`config.mk`:
```
export PLATFORM = sky130hd
export DESIGN_NAME = crc_checked_frame_parser
export DESIGN_NICKNAME = d
export VERILOG_FILES = /design/src/sv/ccfp_pkg.sv /design/src/sv/crc_checked_frame_parser.sv
export VERILOG_INCLUDE_DIRS = /design/src /design/src/sv
export SDC_FILE = /design/constraint.sdc
export NUM_CORES = 1
export LEC_CHECK = 0
export ABC_AREA = 1
export BUFFER_PORTS_ARGS = -buffer_cell sky130_fd_sc_hd__buf_2
export CAP_MARGIN = 20
export CORE_ASPECT_RATIO = 1.1
export CORE_MARGIN = 4
export CORE_UTILIZATION = 55
export CTS_CLUSTER_DIAMETER = 60
export CTS_CLUSTER_SIZE = 40
export DETAILED_ROUTE_END_ITERATION = 7
export PLACE_DENSITY = 0.76
export SLEW_MARGIN = 40
export SYNTH_ARGS = -nofsm -noshare
export SYNTH_HDL_FRONTEND = slang
export SYNTH_SLANG_ARGS = --single-unit
```
`constraint.sdc`:
```
create_clock -name clk -period 10.9 [get_ports clk]
set_input_delay 0.545 -clock clk [delete_from_list [all_inputs] [get_ports clk]]
set_output_delay 0.545 -clock clk [all_outputs]
set_load 0.1 [all_outputs]
```
`src/sv/crc_checked_frame_parser_macros.svh`:
```
// Assertion macros for the framed packet parser.
// Used by crc_checked_frame_parser.sv; expects clk and rst_n in scope.
`ifndef CRC_CHECKED_FRAME_PARSER_MACROS_SVH
`define CRC_CHECKED_FRAME_PARSER_MACROS_SVH

// Same-cycle implication, disabled during reset.
`define CCFP_ASSERT_IMP(lbl, ante, cons, msg) \
  lbl: assert property (@(posedge clk) disable iff (!rst_n) (ante) |-> (cons)) \
    else $error(msg);

// Next-cycle implication, disabled during reset.
`define CCFP_ASSERT_NXT(lbl, ante, cons, msg) \
  lbl: assert property (@(posedge clk) disable iff (!rst_n) (ante) |=> (cons)) \
    else $error(msg);

`endif

```
`src/sv/ccfp_pkg.sv`:
```
// Shared types, constants and the CRC byte update of the framed packet parser.
// No dependencies; used by crc_checked_frame_parser.sv.
`timescale 1ns / 1ps

package ccfp_pkg;

  typedef enum logic [1:0] {
    ST_NONE    = 2'd0,
    ST_OK      = 2'd1,
    ST_FMT_ERR = 2'd2,
    ST_CRC_ERR = 2'd3
  } status_t;

  localparam int COUNT_WIDTH_DEF = 32;
  localparam int TOTAL_W         = 32;

  // Configuration register indexes
  localparam logic [2:0] CFG_HEAD_FIRST  = 3'd0;
  localparam logic [2:0] CFG_HEAD_SECOND = 3'd1;
  localparam logic [2:0] CFG_VERSION     = 3'd2;
  localparam logic [2:0] CFG_TYPE        = 3'd3;
  localparam logic [2:0] CFG_PAYLOAD_LEN = 3'd4;
  localparam logic [2:0] CFG_POS_MIN     = 3'd5;
  localparam logic [2:0] CFG_POS_MAX     = 3'd6;

  // Configuration reset values
  localparam logic [7:0]         HEAD_FIRST_RST  = 8'hAA;
  localparam logic [7:0]         HEAD_SECOND_RST = 8'h55;
  localparam logic [7:0]         VERSION_RST     = 8'd1;
  localparam logic [7:0]         TYPE_RST        = 8'd1;
  localparam logic [7:0]         PAYLOAD_LEN_RST = 8'd10;
  localparam logic signed [15:0] POS_MIN_RST     = -16'sd1000;
  localparam logic signed [15:0] POS_MAX_RST     = 16'sd1000;

  // Frame byte positions
  localparam logic [4:0] IDX_HEAD1  = 5'd0;
  localparam logic [4:0] IDX_HEAD2  = 5'd1;
  localparam logic [4:0] IDX_VER    = 5'd2;
  localparam logic [4:0] IDX_TYPE   = 5'd3;
  localparam logic [4:0] IDX_LEN    = 5'd4;
  localparam logic [4:0] IDX_SEQ0   = 5'd5;
  localparam logic [4:0] IDX_SEQ1   = 5'd6;
  localparam logic [4:0] IDX_POS0   = 5'd7;
  localparam logic [4:0] IDX_POS1   = 5'd8;
  localparam logic [4:0] IDX_FLAG   = 5'd9;
  localparam logic [4:0] IDX_CONF   = 5'd10;
  localparam logic [4:0] IDX_TS0    = 5'd11;
  localparam logic [4:0] IDX_TS1    = 5'd12;
  localparam logic [4:0] IDX_TS2    = 5'd13;
  localparam logic [4:0] IDX_TS3    = 5'd14;
  localparam logic [4:0] IDX_CRC0   = 5'd15;
  localparam logic [4:0] IDX_CRC1   = 5'd16;
  localparam logic [4:0] IDX_BODY   = 5'd5;

  localparam logic [15:0] CRC_INIT = 16'hFFFF;
  localparam logic [15:0] CRC_POLY = 16'h1021;
  localparam logic [7:0]  FLAG_MAX = 8'd1;
  localparam logic [7:0]  CONF_MAX = 8'd100;

  // CRC-16/CCITT-FALSE over one byte, MSB first.
  function automatic logic [15:0] crc16_byte(input logic [15:0] crc, input logic [7:0] b);
    logic [15:0] c;
    c = crc ^ {b, 8'h00};
    for (int i = 0; i < 8; i++) begin
      c = c[15] ? ((c << 1) ^ CRC_POLY) : (c << 1);
    end
    return c;
  endfunction

endpackage

```
`src/sv/crc_checked_frame_parser.sv`:
```
// Framed packet parser: header hunt, CRC-16/CCITT-FALSE check, field decode.
// Depends on ccfp_pkg.sv and crc_checked_frame_parser_macros.svh.
`timescale 1ns / 1ps
`include "crc_checked_frame_parser_macros.svh"

// Usage
//   in_*  : one received byte per transaction (in_valid / in_ready).
//   out_* : one result per accepted byte: status, decoded fields (zero unless
//           status is frame ok) and the three running totals after that byte.
//   cfg_* : register writes (cfg_index, cfg_data); always ready. Write only
//           while no byte is in flight. Indexes beyond the list are ignored.
// Timing
//   A byte waits in the input register, then its result loads the output
//   register once that is free or being taken. One byte per cycle sustained
//   while out_ready stays high; the whole per-byte step (CRC byte update,
//   compares) is one combinational pass between those two registers.
// Stall
//   While out_ready is low the result holds; one more byte is taken into the
//   input register, then in_ready drops until the result is taken.
// Reset
//   Synchronous, active low: pipeline empty, parser hunting, totals zero,
//   configuration at its default values.
module crc_checked_frame_parser #(
  parameter int COUNT_WIDTH = ccfp_pkg::COUNT_WIDTH_DEF
) (
  input  logic                clk,
  input  logic                rst_n,
  input  logic                in_valid,
  output logic                in_ready,
  input  logic [7:0]          in_rx_byte,
  output logic                out_valid,
  input  logic                out_ready,
  output logic [1:0]          out_status,
  output logic [15:0]         out_sequence_res,
  output logic signed [15:0]  out_ball_position,
  output logic                out_valid_flag,
  output logic [6:0]          out_confidence,
  output logic [31:0]         out_stamp_ms,
  output logic [31:0]         out_ok_total,
  output logic [31:0]         out_format_err_total,
  output logic [31:0]         out_crc_err_total,
  input  logic                cfg_valid,
  output logic                cfg_ready,
  input  logic [2:0]          cfg_index,
  input  logic [15:0]         cfg_data
);

  // configuration
  logic [7:0]         head_first_r, head_second_r, version_r, type_r, len_r;
  logic signed [15:0] pos_min_r, pos_max_r;

  // pipeline control
  logic       s1_valid_r, out_valid_r, load_s2;
  logic [7:0] s1_byte_r;

  // parser state
  logic [4:0]             byte_idx_r, byte_idx_nxt;
  logic [15:0]            crc_r, crc_nxt;
  logic [7:0]             ver_b_r, ver_b_nxt, type_b_r, type_b_nxt;
  logic [15:0]            seq_r, seq_nxt;
  logic [15:0]            pos_r, pos_nxt;
  logic [7:0]             flag_b_r, flag_b_nxt, conf_b_r, conf_b_nxt;
  logic [31:0]            ts_r, ts_nxt;
  logic [7:0]             crc_lo_r, crc_lo_nxt;
  logic [COUNT_WIDTH-1:0] ok_cnt_r, ok_cnt_nxt;
  logic [COUNT_WIDTH-1:0] fmt_cnt_r, fmt_cnt_nxt;
  logic [COUNT_WIDTH-1:0] crc_cnt_r, crc_cnt_nxt;

  // result register
  ccfp_pkg::status_t status_r, status_nxt;
  logic [15:0] o_seq_r, o_seq_nxt;
  logic [15:0] o_pos_r, o_pos_nxt;
  logic        o_flag_r, o_flag_nxt;
  logic [6:0]  o_conf_r, o_conf_nxt;
  logic [31:0] o_ts_r, o_ts_nxt;

  logic range_bad;

  assign cfg_ready = 1'b1;
  assign load_s2   = s1_valid_r && (!out_valid_r || out_ready);
  assign in_ready  = !s1_valid_r || load_s2;

  always_ff @(posedge clk) begin
    if (!rst_n) begin
      head_first_r  <= ccfp_pkg::HEAD_FIRST_RST;
      head_second_r <= ccfp_pkg::HEAD_SECOND_RST;
      version_r     <= ccfp_pkg::VERSION_RST;
      type_r        <= ccfp_pkg::TYPE_RST;
      len_r         <= ccfp_pkg::PAYLOAD_LEN_RST;
      pos_min_r     <= ccfp_pkg::POS_MIN_RST;
      pos_max_r     <= ccfp_pkg::POS_MAX_RST;
    end else if (cfg_valid) begin
      case (cfg_index)
        ccfp_pkg::CFG_HEAD_FIRST:  head_first_r  <= cfg_data[7:0];
        ccfp_pkg::CFG_HEAD_SECOND: head_second_r <= cfg_data[7:0];
        ccfp_pkg::CFG_VERSION:     version_r     <= cfg_data[7:0];
        ccfp_pkg::CFG_TYPE:        type_r        <= cfg_data[7:0];
        ccfp_pkg::CFG_PAYLOAD_LEN: len_r         <= cfg_data[7:0];
        ccfp_pkg::CFG_POS_MIN:     pos_min_r     <= cfg_data;
        ccfp_pkg::CFG_POS_MAX:     pos_max_r     <= cfg_data;
        default: ;
      endcase
    end
  end

  assign range_bad = (flag_b_r > ccfp_pkg::FLAG_MAX) || (conf_b_r > ccfp_pkg::CONF_MAX) ||
                     ($signed(pos_r) < pos_min_r) || ($signed(pos_r) > pos_max_r);

  // one parser step for the byte in the input register
  always_comb begin
    byte_idx_nxt = byte_idx_r;
    crc_nxt      = crc_r;
    ver_b_nxt    = ver_b_r;
    type_b_nxt   = type_b_r;
    seq_nxt      = seq_r;
    pos_nxt      = pos_r;
    flag_b_nxt   = flag_b_r;
    conf_b_nxt   = conf_b_r;
    ts_nxt       = ts_r;
    crc_lo_nxt   = crc_lo_r;
    ok_cnt_nxt   = ok_cnt_r;
    fmt_cnt_nxt  = fmt_cnt_r;
    crc_cnt_nxt  = crc_cnt_r;
    status_nxt   = ccfp_pkg::ST_NONE;
    o_seq_nxt    = '0;
    o_pos_nxt    = '0;
    o_flag_nxt   = 1'b0;
    o_conf_nxt   = '0;
    o_ts_nxt     = '0;
    if (byte_idx_r inside {[ccfp_pkg::IDX_VER:ccfp_pkg::IDX_TS3]}) begin
      crc_nxt = ccfp_pkg::crc16_byte((byte_idx_r == ccfp_pkg::IDX_VER) ?
                                     ccfp_pkg::CRC_INIT : crc_r, s1_byte_r);
    end
    case (byte_idx_r)
      ccfp_pkg::IDX_HEAD1: begin
        if (s1_byte_r == head_first_r) byte_idx_nxt = ccfp_pkg::IDX_HEAD2;
      end
      ccfp_pkg::IDX_HEAD2: begin
        // a repeated first header byte keeps the partial match
        if (s1_byte_r == head_second_r) byte_idx_nxt = ccfp_pkg::IDX_VER;
        else if (s1_byte_r != head_first_r) byte_idx_nxt = ccfp_pkg::IDX_HEAD1;
      end
      ccfp_pkg::IDX_VER: begin
        ver_b_nxt    = s1_byte_r;
        byte_idx_nxt = ccfp_pkg::IDX_TYPE;
      end
      ccfp_pkg::IDX_TYPE: begin
        type_b_nxt   = s1_byte_r;
        byte_idx_nxt = ccfp_pkg::IDX_LEN;
      end
      ccfp_pkg::IDX_LEN: begin
        if (ver_b_r != version_r || type_b_r != type_r || s1_byte_r != len_r) begin
          fmt_cnt_nxt  = fmt_cnt_r + 1'b1;
          status_nxt   = ccfp_pkg::ST_FMT_ERR;
          byte_idx_nxt = ccfp_pkg::IDX_HEAD1;
        end else begin
          byte_idx_nxt = ccfp_pkg::IDX_BODY;
        end
      end
      ccfp_pkg::IDX_SEQ0: begin seq_nxt[7:0]    = s1_byte_r; byte_idx_nxt = byte_idx_r + 1'b1; end
      ccfp_pkg::IDX_SEQ1: begin seq_nxt[15:8]   = s1_byte_r; byte_idx_nxt = byte_idx_r + 1'b1; end
      ccfp_pkg::IDX_POS0: begin pos_nxt[7:0]    = s1_byte_r; byte_idx_nxt = byte_idx_r + 1'b1; end
      ccfp_pkg::IDX_POS1: begin pos_nxt[15:8]   = s1_byte_r; byte_idx_nxt = byte_idx_r + 1'b1; end
      ccfp_pkg::IDX_FLAG: begin flag_b_nxt      = s1_byte_r; byte_idx_nxt = byte_idx_r + 1'b1; end
      ccfp_pkg::IDX_CONF: begin conf_b_nxt      = s1_byte_r; byte_idx_nxt = byte_idx_r + 1'b1; end
      ccfp_pkg::IDX_TS0:  begin ts_nxt[7:0]     = s1_byte_r; byte_idx_nxt = byte_idx_r + 1'b1; end
      ccfp_pkg::IDX_TS1:  begin ts_nxt[15:8]    = s1_byte_r; byte_idx_nxt = byte_idx_r + 1'b1; end
      ccfp_pkg::IDX_TS2:  begin ts_nxt[23:16]   = s1_byte_r; byte_idx_nxt = byte_idx_r + 1'b1; end
      ccfp_pkg::IDX_TS3:  begin ts_nxt[31:24]   = s1_byte_r; byte_idx_nxt = byte_idx_r + 1'b1; end
      ccfp_pkg::IDX_CRC0: begin crc_lo_nxt      = s1_byte_r; byte_idx_nxt = byte_idx_r + 1'b1; end
      ccfp_pkg::IDX_CRC1: begin
        byte_idx_nxt = ccfp_pkg::IDX_HEAD1;
        if ({s1_byte_r, crc_lo_r} != crc_r) begin
          crc_cnt_nxt = crc_cnt_r + 1'b1;
          status_nxt  = ccfp_pkg::ST_CRC_ERR;
        end else if (range_bad) begin
          fmt_cnt_nxt = fmt_cnt_r + 1'b1;
          status_nxt  = ccfp_pkg::ST_FMT_ERR;
        end else begin
          ok_cnt_nxt  = ok_cnt_r + 1'b1;
          status_nxt  = ccfp_pkg::ST_OK;
          o_seq_nxt   = seq_r;
          o_pos_nxt   = pos_r;
          o_flag_nxt  = flag_b_r[0];
          o_conf_nxt  = conf_b_r[6:0];
          o_ts_nxt    = ts_r;
        end
      end
      default: byte_idx_nxt = ccfp_pkg::IDX_HEAD1;
    endcase
  end

  always_ff @(posedge clk) begin
    if (!rst_n) begin
      s1_valid_r  <= 1'b0;
      out_valid_r <= 1'b0;
      byte_idx_r  <= ccfp_pkg::IDX_HEAD1;
      ok_cnt_r    <= '0;
      fmt_cnt_r   <= '0;
      crc_cnt_r   <= '0;
      status_r    <= ccfp_pkg::ST_NONE;
    end else begin
      if (in_ready) s1_valid_r <= in_valid;
      if (load_s2) begin
        out_valid_r <= 1'b1;
        byte_idx_r  <= byte_idx_nxt;
        ok_cnt_r    <= ok_cnt_nxt;
        fmt_cnt_r   <= fmt_cnt_nxt;
        crc_cnt_r   <= crc_cnt_nxt;
        status_r    <= status_nxt;
      end else if (out_ready) begin
        out_valid_r <= 1'b0;
      end
    end
  end

  // payload registers: no reset
  always_ff @(posedge clk) begin
    if (in_valid && in_ready) s1_byte_r <= in_rx_byte;
    if (load_s2) begin
      crc_r    <= crc_nxt;
      ver_b_r  <= ver_b_nxt;
      type_b_r <= type_b_nxt;
      seq_r    <= seq_nxt;
      pos_r    <= pos_nxt;
      flag_b_r <= flag_b_nxt;
      conf_b_r <= conf_b_nxt;
      ts_r     <= ts_nxt;
      crc_lo_r <= crc_lo_nxt;
      o_seq_r  <= o_seq_nxt;
      o_pos_r  <= o_pos_nxt;
      o_flag_r <= o_flag_nxt;
      o_conf_r <= o_conf_nxt;
      o_ts_r   <= o_ts_nxt;
    end
  end

  assign out_valid         = out_valid_r;
  assign out_status        = status_r;
  assign out_sequence_res  = o_seq_r;
  assign out_ball_position = o_pos_r;
  assign out_valid_flag    = o_flag_r;
  assign out_confidence    = o_conf_r;
  assign out_stamp_ms      = o_ts_r;
  // totals change only when a new result loads, so they match the held result
  assign out_ok_total         = ccfp_pkg::TOTAL_W'(ok_cnt_r);
  assign out_format_err_total = ccfp_pkg::TOTAL_W'(fmt_cnt_r);
  assign out_crc_err_total    = ccfp_pkg::TOTAL_W'(crc_cnt_r);

  `CCFP_ASSERT_NXT(a_ok_count_step, load_s2 && status_nxt == ccfp_pkg::ST_OK,
                   ok_cnt_r == $past(ok_cnt_r) + 1'b1 && status_r == ccfp_pkg::ST_OK,
                   "ok total did not advance with an accepted frame")
  `CCFP_ASSERT_NXT(a_totals_hold, !load_s2,
                   $stable(ok_cnt_r) && $stable(fmt_cnt_r) && $stable(crc_cnt_r),
                   "totals changed without a new result")
  `CCFP_ASSERT_NXT(a_rehunt, load_s2 && status_nxt != ccfp_pkg::ST_NONE,
                   byte_idx_r == ccfp_pkg::IDX_HEAD1,
                   "parser not hunting after a frame verdict")
  `CCFP_ASSERT_IMP(a_fields_zero, out_valid_r && status_r != ccfp_pkg::ST_OK,
                   o_seq_r == 16'd0 && o_ts_r == 32'd0 && o_pos_r == 16'd0,
                   "decoded fields nonzero without an accepted frame")
  `CCFP_ASSERT_IMP(a_idx_range, s1_valid_r, byte_idx_r <= ccfp_pkg::IDX_CRC1,
                   "byte index beyond frame length")

endmodule

```
======== Yosys cells after proc, flatten, opt, wreduce, memory -nomap -nowiden ========
Cells that the tools add are included.
word-level totals
  flip-flop bits (word level) ............. 377
  word-level logic and storage cells ...... 158
operators by class
  $add $sub $neg .......................... 4
  order comparisons ....................... 6
  equal/unequal tests ..................... 34
  multiplexer cells ....................... 24
  bitwise logic cells ..................... 12
  reductions and logical operators ........ 43
operators with widths
  operator                 number
  $mux W13                 8
  $add A32 B1 Y32 const B  3
  $mux W32                 3
  $pmux W32 S2             1
  $reduce_and A2 Y1        21
  $eq A5 B4 Y1 const B     8
  $ne A8 B8 Y1             4
  $pmux W5 S6              1
  $not A3 Y3               8
  $eq A5 B3 Y1 const B     4
  $eq A8 B8 Y1             2
  $gt A16 B16 Y1           1
  $lt A16 B16 Y1           1
  $mux W16                 1
  $ne A16 B16 Y1           1
  $xor A16 B16 Y16         1
  $mux W5                  3
  $reduce_or A11 Y1        1
  $eq A5 B2 Y1 const B     2
  $eq A3 B3 Y1 const B     3
  $gt A8 B1 Y1 const B     1
  $gt A8 B7 Y1 const B     1
  $ne A2 B2 Y1 const B     4
  $logic_or A1 B1 Y1       7
  22 further kinds         33

======== Logic depth before layout (Yosys ltp) ========
Gate-level depths: netlist of the first run.
  depth after elaboration ................. 19
  mapped depth ............................ 19
  depth with buffers taken out ............ 18

======== Least setup slack after synthesis of the first run ========
OpenSTA, ideal clock, no wires.
  path type ............................... register to register
  start ................................... register out_valid_r (netlist: out_valid)
  end ..................................... register crc_r[0] (enable)
  library setup time ...................... 0.399 ns
  data arrival time ....................... 3.809 ns
  path slack .............................. 6.692 ns
  cell stages (with the launch flop) ...... 6
  path buffers ............................ 0
  period minus slack after synthesis ...... 4.208 ns
  cell sequence ........................... dfxtp_1 > nand2_1 > nand2_1 > inv_1 > o21ai_0 > a31oi_1
between the ends
  word-level cells in the longest chain between the ends .. 4
RTL lines
  item                                RTL line                         text
  start: declaration                  crc_checked_frame_parser.sv:53   logic s1_valid_r, out_valid_r, load_s2;
  start signal: assignment            crc_checked_frame_parser.sv:196  out_valid_r <= 1'b0;
  start signal: assignment            crc_checked_frame_parser.sv:205  out_valid_r <= 1'b1;
  start signal: assignment            crc_checked_frame_parser.sv:212  out_valid_r <= 1'b0;
  $logic_not A1 Y1                    crc_checked_frame_parser.sv:80   assign load_s2 = s1_valid_r && (!out_valid_r || out_ready);
  $logic_or A1 B1 Y1                  crc_checked_frame_parser.sv:80
  $logic_and A1 B1 Y1                 crc_checked_frame_parser.sv:80
  named net load_s2                   crc_checked_frame_parser.sv:53
  $reduce_and A2 Y1 (no source line)  --
  end signal: assignment              crc_checked_frame_parser.sv:221  crc_r <= crc_nxt;
  end: declaration                    crc_checked_frame_parser.sv:58   logic [15:0] crc_r, crc_nxt;
The timed path passes the listed nets, and every way through them passes these cells.
A chain may end at the register's enable or synchronous reset.

======== Final worst setup path of the first run ========
  start ................................... register pos_r[13]
  end ..................................... register fmt_cnt_r[27] (netlist: out_format_err_total[27])
between the ends
  word-level cells in the longest chain between the ends .. 5
RTL lines
  item                                  RTL line                         text
  start: declaration                    crc_checked_frame_parser.sv:61   logic [15:0] pos_r, pos_nxt;
  start signal: assignment              crc_checked_frame_parser.sv:225  pos_r <= pos_nxt;
  $lt A16 B16 Y1                        crc_checked_frame_parser.sv:107  ($signed(pos_r) < pos_min_r) || ($signed(pos_r) > pos_max_r);
  $logic_or A1 B1 Y1                    crc_checked_frame_parser.sv:106  assign range_bad = (flag_b_r > ccfp_pkg::FLAG_MAX) || (conf_b_r > ccfp_pkg::CONF_MAX) ||
  $logic_or A1 B1 Y1 *                  crc_checked_frame_parser.sv:107
  $ne A2 B2 Y1 (no source line) *       --
  $reduce_and A5 Y1 (no source line) *  --
  end signal: assignment                crc_checked_frame_parser.sv:208  fmt_cnt_r <= fmt_cnt_nxt;
  end: declaration                      crc_checked_frame_parser.sv:66   logic [COUNT_WIDTH-1:0] fmt_cnt_r, fmt_cnt_nxt;
Every way passes the cells marked *; elsewhere a longest branch is shown, timed or not.

==> results_dict.tcl, run 1 <==
set metrics [dict create \
    root_buffer "clkbuf_16" \
    ys_seq_elements 377 \
    hold_violations 0 \
    async_reset_ff_share_pct 0 \
    htreeDepth 1 \
    rsz0062_at_grt "no" \
    drv_cap 0 \
    totalWireLength_um 41160 \
    max_slew_margin_pct 44.93 \
    yosysWarnings 0 \
    synth.most_common_cell "nand2_1" \
    r2r_setup_slack_ns 7.82 \
    grt.busiest_layer "met2" \
    clkTransAtPathRegs_ns 0.08 \
    arrival_ns 3.50 \
    vdd_drop_max_v 0.0001388 \
    worst_setup_path_start_kind "flop" \
    grt_start_max_net_pins 94 \
    initial_core_util_pct 55.77 \
    path_common_cell "nand2_1" \
    max_stage_delay_ns 0.52 \
    stdcell_count 2589 \
    ys_types 47 \
    met2_usage_pct 40.24 \
    antenna_found_initial 3 \
    cts_sinks 377 \
    drtPass1Iterations 5 \
    yosys-top-cells-area "edfxtp_1 (34%), dfxtp_1 (20%), nand2_1 (8.0%)" \
    post_cts_buffers 0 \
    fin_nets 2215 \
    clock_path_buffers 3 \
    cp_num_cells 13 \
    cts_buffers 30 \
    gp_congestion 0.9118 \
    grt_pass1_wl_um 67100 \
    synth_ff_type "edfxtp_1" \
    fp-row-count 68 \
    cp.buffers_inverters 0 \
    cellLeakagePower_nw 8.133 \
    synth.avg_cell_area_um2 8.998 \
    overflow 0 \
    tightest_slew_ns 0.8261 \
    ant_nets 0 \
    die_area_um2 34850 \
    area_growth_pct 13.86 \
    synth_common_cells "nand2_1 (372), nor2_1 (251), inv_1 (205)" \
    synthCells 1951 \
    placed_cells 2531 \
    max_freq_mhz 325.2 \
    wl_per_cell_um 15.90 \
    setup_violations 0 \
    dp_slack_ns 7.872 \
    hold_path.class "primary input to flop" \
    io_pins 205 \
    portBuffers 203 \
    syn_nets 2022 \
    die_y_um 195.4 \
    critPathSlowestCell "nand2_2" \
    r2r_cells 13 \
    yosysTopAreaCellShare_pct 34.21 \
    cts_tree "built" \
    hold_depth 1 \
    netlist_area_um2 17560 \
    grt_pass1_vias 13532 \
    cp-end-kind "flop" \
    cp_top_family "simple AND/OR/NAND/NOR gates" \
    final_layout_size_suffix_gt1_share_pct 15.68 \
    holdBufCountCts 0 \
    path_cells "ha_1 > a21oi_1 > o21ai_0 > a21oi_1 > nand2_1 > nand2_1 > nand3_1 > nand3_1 > nand2_1 > nand2_2 > nand2_4 > nand2_1 > a21oi_1" \
    crit_required_ns 11.33 \
    fin_crit_ns 3.075 \
    worstSetupPathType "flop to flop" \
    vias 13824 \
    maxSlewViolCount 0 \
    track_usage_pct 23.28 \
    path_max_fanout 34 \
    dpl.hpwl_um 28250 \
    powerDensity_nw_per_um2 143.3 \
    core_area_um2 31480 \
    die_width_um 178.3 \
    tns_ns 0 \
    synth_edf_count 200 \
    clock_latency_ns 0.58 \
    grt.met1_usage_pct 30.25 \
    gr-usage-met3_pct 3.756 \
    cts_resized 0 \
    route.detailed.drc 0 \
    viasPerCell 5.340 \
    period_share_pct 28.21 \
    skew_ns 0.01682 \
    drt-initial-drc-count 1118 \
    fin_ws_ns 7.825 \
    synth_area_leader_cell "edfxtp_1" \
    status "completed" \
    ys_seq_area_share_pct 54.39 \
]
==> routing by layer <==
| metal | vias to the layer above | wire [um] |
|---|---|---|
| met5 | - | 34 |
| met4 | 4 | 1105 |
| met2 | 401 | 20370 |
| met1 | 6485 | 17180 |
| met3 | 89 | 2466 |
| li1 | 6845 | - |
==> sequential cells by signal, indices dropped and copies added, names as in the netlist, 16 cells and up <==
register and flops:
crc_r 16, out_ball_position 16, out_crc_err_total 32, out_format_err_total 32
out_ok_total 32, out_sequence_res 16, out_stamp_ms 32, pos_max_r 16
pos_min_r 16, pos_r 16, seq_r 16, ts_r 32
==> stage by stage <==
step / instance area [um2] / power (mW) / hold WS (ns) / utilization [%]
2_1_floorplan: 17560 / 1.693 / 0.4353 / -
3_3_place_gp: 18860 / 1.736 / 0.4488 / 59.90
3_5_place_dp: 18890 / 1.740 / 0.4507 / 59.99
4_1_cts: 19960 / 2.886 / 0.1153 / 63.40
5_1_grt: 19990 / 2.964 / 0.1097 / 63.49
6_report: 19990 / 2.864 / 0.1401 / 63.50
==> cell type report <==
| class | instances | area (um2) |
|---|---|---|
| well taps | 420 | 525.5 |
| flip-flops and latches | 377 | 9549 |
| repair buffers | 221 | 1179 |
| diodes | 1 | 2.502 |
| clock inverters | 25 | 319.1 |
| inverters | 222 | 833.3 |
| multi-input cells | 1292 | 6827 |
| fillers | 2661 | 11490 |
| clock buffers | 31 | 754.5 |
==> cell families after synthesis <==
kind of cell / share of synthesized area [%]
AOI/OAI and AO/OA: 7.220
DFF: 54.39
adders and majority gates: 2.780
xor gates and xnor gates: 6.863
other: 0.02136
and+or+nand+nor: 21.87
buffers and inverters: 6.849
==> where the power goes <==
group / switching [mW] / internal (mW)
Clock: 0.600 / 0.557
Sequential: 0.0106 / 1.51
Combinational: 0.147 / 0.0363
==> cell usage in the layout (no fill, tap or decap), types with 63 or more instances in the layout <==
master	instances
a21oi_1	136
edfxtp_1	200
nor2_1	251
o21ai_0	63
nand2_1	371
inv_1	204
dfxtp_1	177
nand3_1	105
buf_2	203
xor2_1	82
==> worst paths after layout <==
path	end	from
worst max-delay path	out_format_err_total[27]	pos_r[13]
worst min-delay path	s1_byte_r[1]	in_rx_byte[1]
worst max register to register	out_format_err_total[27]	pos_r[13]
worst min register to register	len_r[4]	len_r[4]
Power figures use the tool's default switching activity.
==> run 2, diff against run 1 <==
--- a/config.mk
+++ b/config.mk
@@ -6,12 +6,12 @@
 export SDC_FILE = /design/constraint.sdc
 export NUM_CORES = 1
 export LEC_CHECK = 0
-export ABC_AREA = 1
+export ABC_AREA = 0
 export BUFFER_PORTS_ARGS = -buffer_cell sky130_fd_sc_hd__buf_2
 export CAP_MARGIN = 20
 export CORE_ASPECT_RATIO = 1.1
 export CORE_MARGIN = 4
-export CORE_UTILIZATION = 55
+export CORE_UTILIZATION = 52
 export CTS_CLUSTER_DIAMETER = 60
 export CTS_CLUSTER_SIZE = 40
 export DETAILED_ROUTE_END_ITERATION = 7
==> constraint.sdc (replaced) <==
create_clock -name clk -period 2.8 [get_ports clk]
set_input_delay 0.14 -clock clk [delete_from_list [all_inputs] [get_ports clk]]
set_output_delay 0.14 -clock clk [all_outputs]
set_load 0.1 [all_outputs]
==> results_dict.tcl, run 2 <==
set metrics [dict create \
    tns_ns -20.19 \
    endpoint "out_format_err_total[15]" \
    r2r_setup_slack_ns -0.24 \
    root_buffer "clkbuf_16" \
    powerDensity_nw_per_um2 554.6 \
    hold_violations 0 \
    final_layout_size_suffix_gt1_share_pct 25.64 \
    cp-end-kind "flop" \
    cts_buffers 26 \
    die_area_um2 33920 \
    dp_slack_ns -0.3036 \
    synth.most_common_cell "edfxtp_1" \
    drtPass1Iterations 6 \
    rsz0062_at_grt "yes" \
    diodes 0 \
    drv_cap 0 \
    core_area_um2 30510 \
    max_freq_mhz 328.8 \
    grt_pass1_wl_um 62960 \
    reg2reg_to "out_format_err_total[15]" \
    syn_nets 1560 \
    dpl.hpwl_um 27000 \
    period_share_pct 108.6 \
    synth_ff_type "edfxtp_1" \
    r2r_start "pos_r[12]" \
    crit_required_ns 3.31 \
    vias 12596 \
    r2r_cells 11 \
    ant_nets 0 \
    die_width_um 176.0 \
    hold_path.class "primary input to flop" \
    vdd_drop_max_v 0.0005384 \
    gp_congestion 0.9281 \
    synth.area.mux_share_pct 0.1861 \
    clock_path_buffers 3 \
    synth_compound_area_share_pct 8.521 \
    crit_start "pos_r[12]" \
    synth.avg_cell_area_um2 10.84 \
    skew_ns 0.05125 \
    p_total_mw 11.26 \
    setup_violations 129 \
    yosysTopAreaCellShare_pct 37.22 \
    layout_common_cells "buf_2 (204), edfxtp_1 (200), nand2_1 (189)" \
    fin_ws_ns -0.2409 \
    status "complete, but fails checks" \
    placed_cells 2130 \
    die_y_um 192.8 \
    fp-row-count 67 \
    fin_crit_ns 3.041 \
    grt_start_max_net_pins 74 \
    worst_setup_path_start_kind "flop" \
    synth_top_family_by_area "simple AND/OR/NAND/NOR gates" \
    track_usage_pct 22.86 \
    ys_seq_area_share_pct 59.17 \
    failed_checks "negative setup slack" \
    timing.hold.ws_ns 0.06029 \
    async_reset_ff_share_pct 0 \
    worstSetupPathType "flop to flop" \
    fin_nets 1880 \
    wl_per_cell_um 18.54 \
    initial_core_util_pct 52.89 \
    htreeDepth 1 \
    cellLeakagePower_nw 7.754 \
    area_growth_pct 25.83 \
    cts_sinks 377 \
    clkTransAtPathRegs_ns 0.11 \
    stdcell_count 2243 \
    max_slew_margin_pct 50.28 \
    grt_pass1_vias 12097 \
    tightest_slew_ns 0.7431 \
    yosysWarnings 0 \
    layout_commonest_cell "buf_2" \
    synth_adder_area_share_pct 3.024 \
    drt-initial-drc-count 1089 \
    cts_tree "built" \
    yosys-top-cells-area "edfxtp_1 (37%), dfxtp_1 (22%), nand2_1 (4.4%)" \
    overflow 0 \
    clock_latency_ns 0.58 \
    totalWireLength_um 41580 \
    ys_types 62 \
    synth_common_cells "edfxtp_1 (200), nand2_1 (189), dfxtp_1 (177)" \
    viasPerCell 5.616 \
    io_pins 205 \
    antenna_found_initial 0 \
    synth_edf_count 200 \
    portBuffers 203 \
    netlist_area_um2 16140 \
    arrival_ns 3.55 \
    route.detailed.drc 0 \
    yosys.area_share.simple_pct 18.72 \
    synth_area_leader_cell "edfxtp_1" \
    synthCells 1489 \
    maxSlewViolCount 0 \
    path_max_fanout 6 \
    synth-xor-area-share_pct 7.110 \
    ys_seq_elements 377 \
]
## run 2: changes by cell type after synthesis, moves of 36 or more
cell,before,now
nand3_1,105,41
nor2_1,251,85
and3_1,1,94
nand2_1,372,189
inv_1,205,63
nor3_1,55,19
## run 2: worst min path at each step
stage          slack [ns]                        to  depth (start not counted)           from
2_1_floorplan        0.24              s1_byte_r[0]                          0  in_rx_byte[0]
3_3_place_gp         0.32              s1_byte_r[6]                          1  in_rx_byte[6]
3_5_place_dp         0.32              s1_byte_r[6]                          1  in_rx_byte[6]
4_1_cts              0.04           out_ok_total[8]                          3          rst_n
5_1_grt              0.08  out_format_err_total[13]                          3          rst_n
6_report             0.06   out_format_err_total[0]                          3          rst_n
## run 2: logic make-up (layout without fill, tap and decap cells)
family / count (synthesis) / after routing
buf+inv: 132 / 472
mux: 3 / 3
other cells: 1 / 1
compound gates: 218 / 218
simple gates: 588 / 588
flops: 377 / 377
xor+xnor: 131 / 131
fa+ha+maj: 39 / 39
## run 2: final cells by class
class                   count  area [um2]
clock buffers              31       721.9
repair buffers            359        2441
well taps                 414       518.0
inverters                  65       250.2
flip-flops and latches    377        9582
clock inverters            17       341.6
fillers                  2321       10210
multi-input cells         980        6452
## run 2: power breakdown
group | internal, mW | total [mW] | switching [mW]
Sequential | 5.89 | 5.93 | 0.0388
Combinational | 0.197 | 0.888 | 0.690
Clock | 2.16 | 4.45 | 2.28
Total | 8.25 | 11.3 | 3.01
## run 2: through the flow
step	util, %	cell area [um2]
after floorplan	-	16240
after CTS	64.95	19820
after global placement	59.72	18220
final	66.55	20310
after detailed placement	59.75	18230
after global routing	66.55	20310
## run 2: timing repair
action	4_1_cts	5_1_grt
hold buffers	27	0
buffers inserted	16	14
pin swaps	21	10
cloned	1	7
gates resized for setup	28	50
setup endpoints to repair	56	121
endpoints found under the hold margin	82	0
## run 2: routing by layer
layer	track usage, %	up-vias	wire [um]
met5	0	-	0
met2	40.28	494	20750
met1	28.98	6063	16700
met4	7.588	0	1305
li1	-	5941	-
met3	3.566	98	2826
## run 2: worst max-delay path, stage by stage, from the launching register on
cell       delay [ns]
edfxtp_1         0.49
ha_4             0.32
nand4_1          0.11
buf_4            0.16
o2111ai_1        0.24
a221o_2          0.30
buf_4            0.16
o21ai_4          0.09
buf_6            0.17
a2111oi_4        0.36
or3b_1           0.38
a21oi_1          0.18
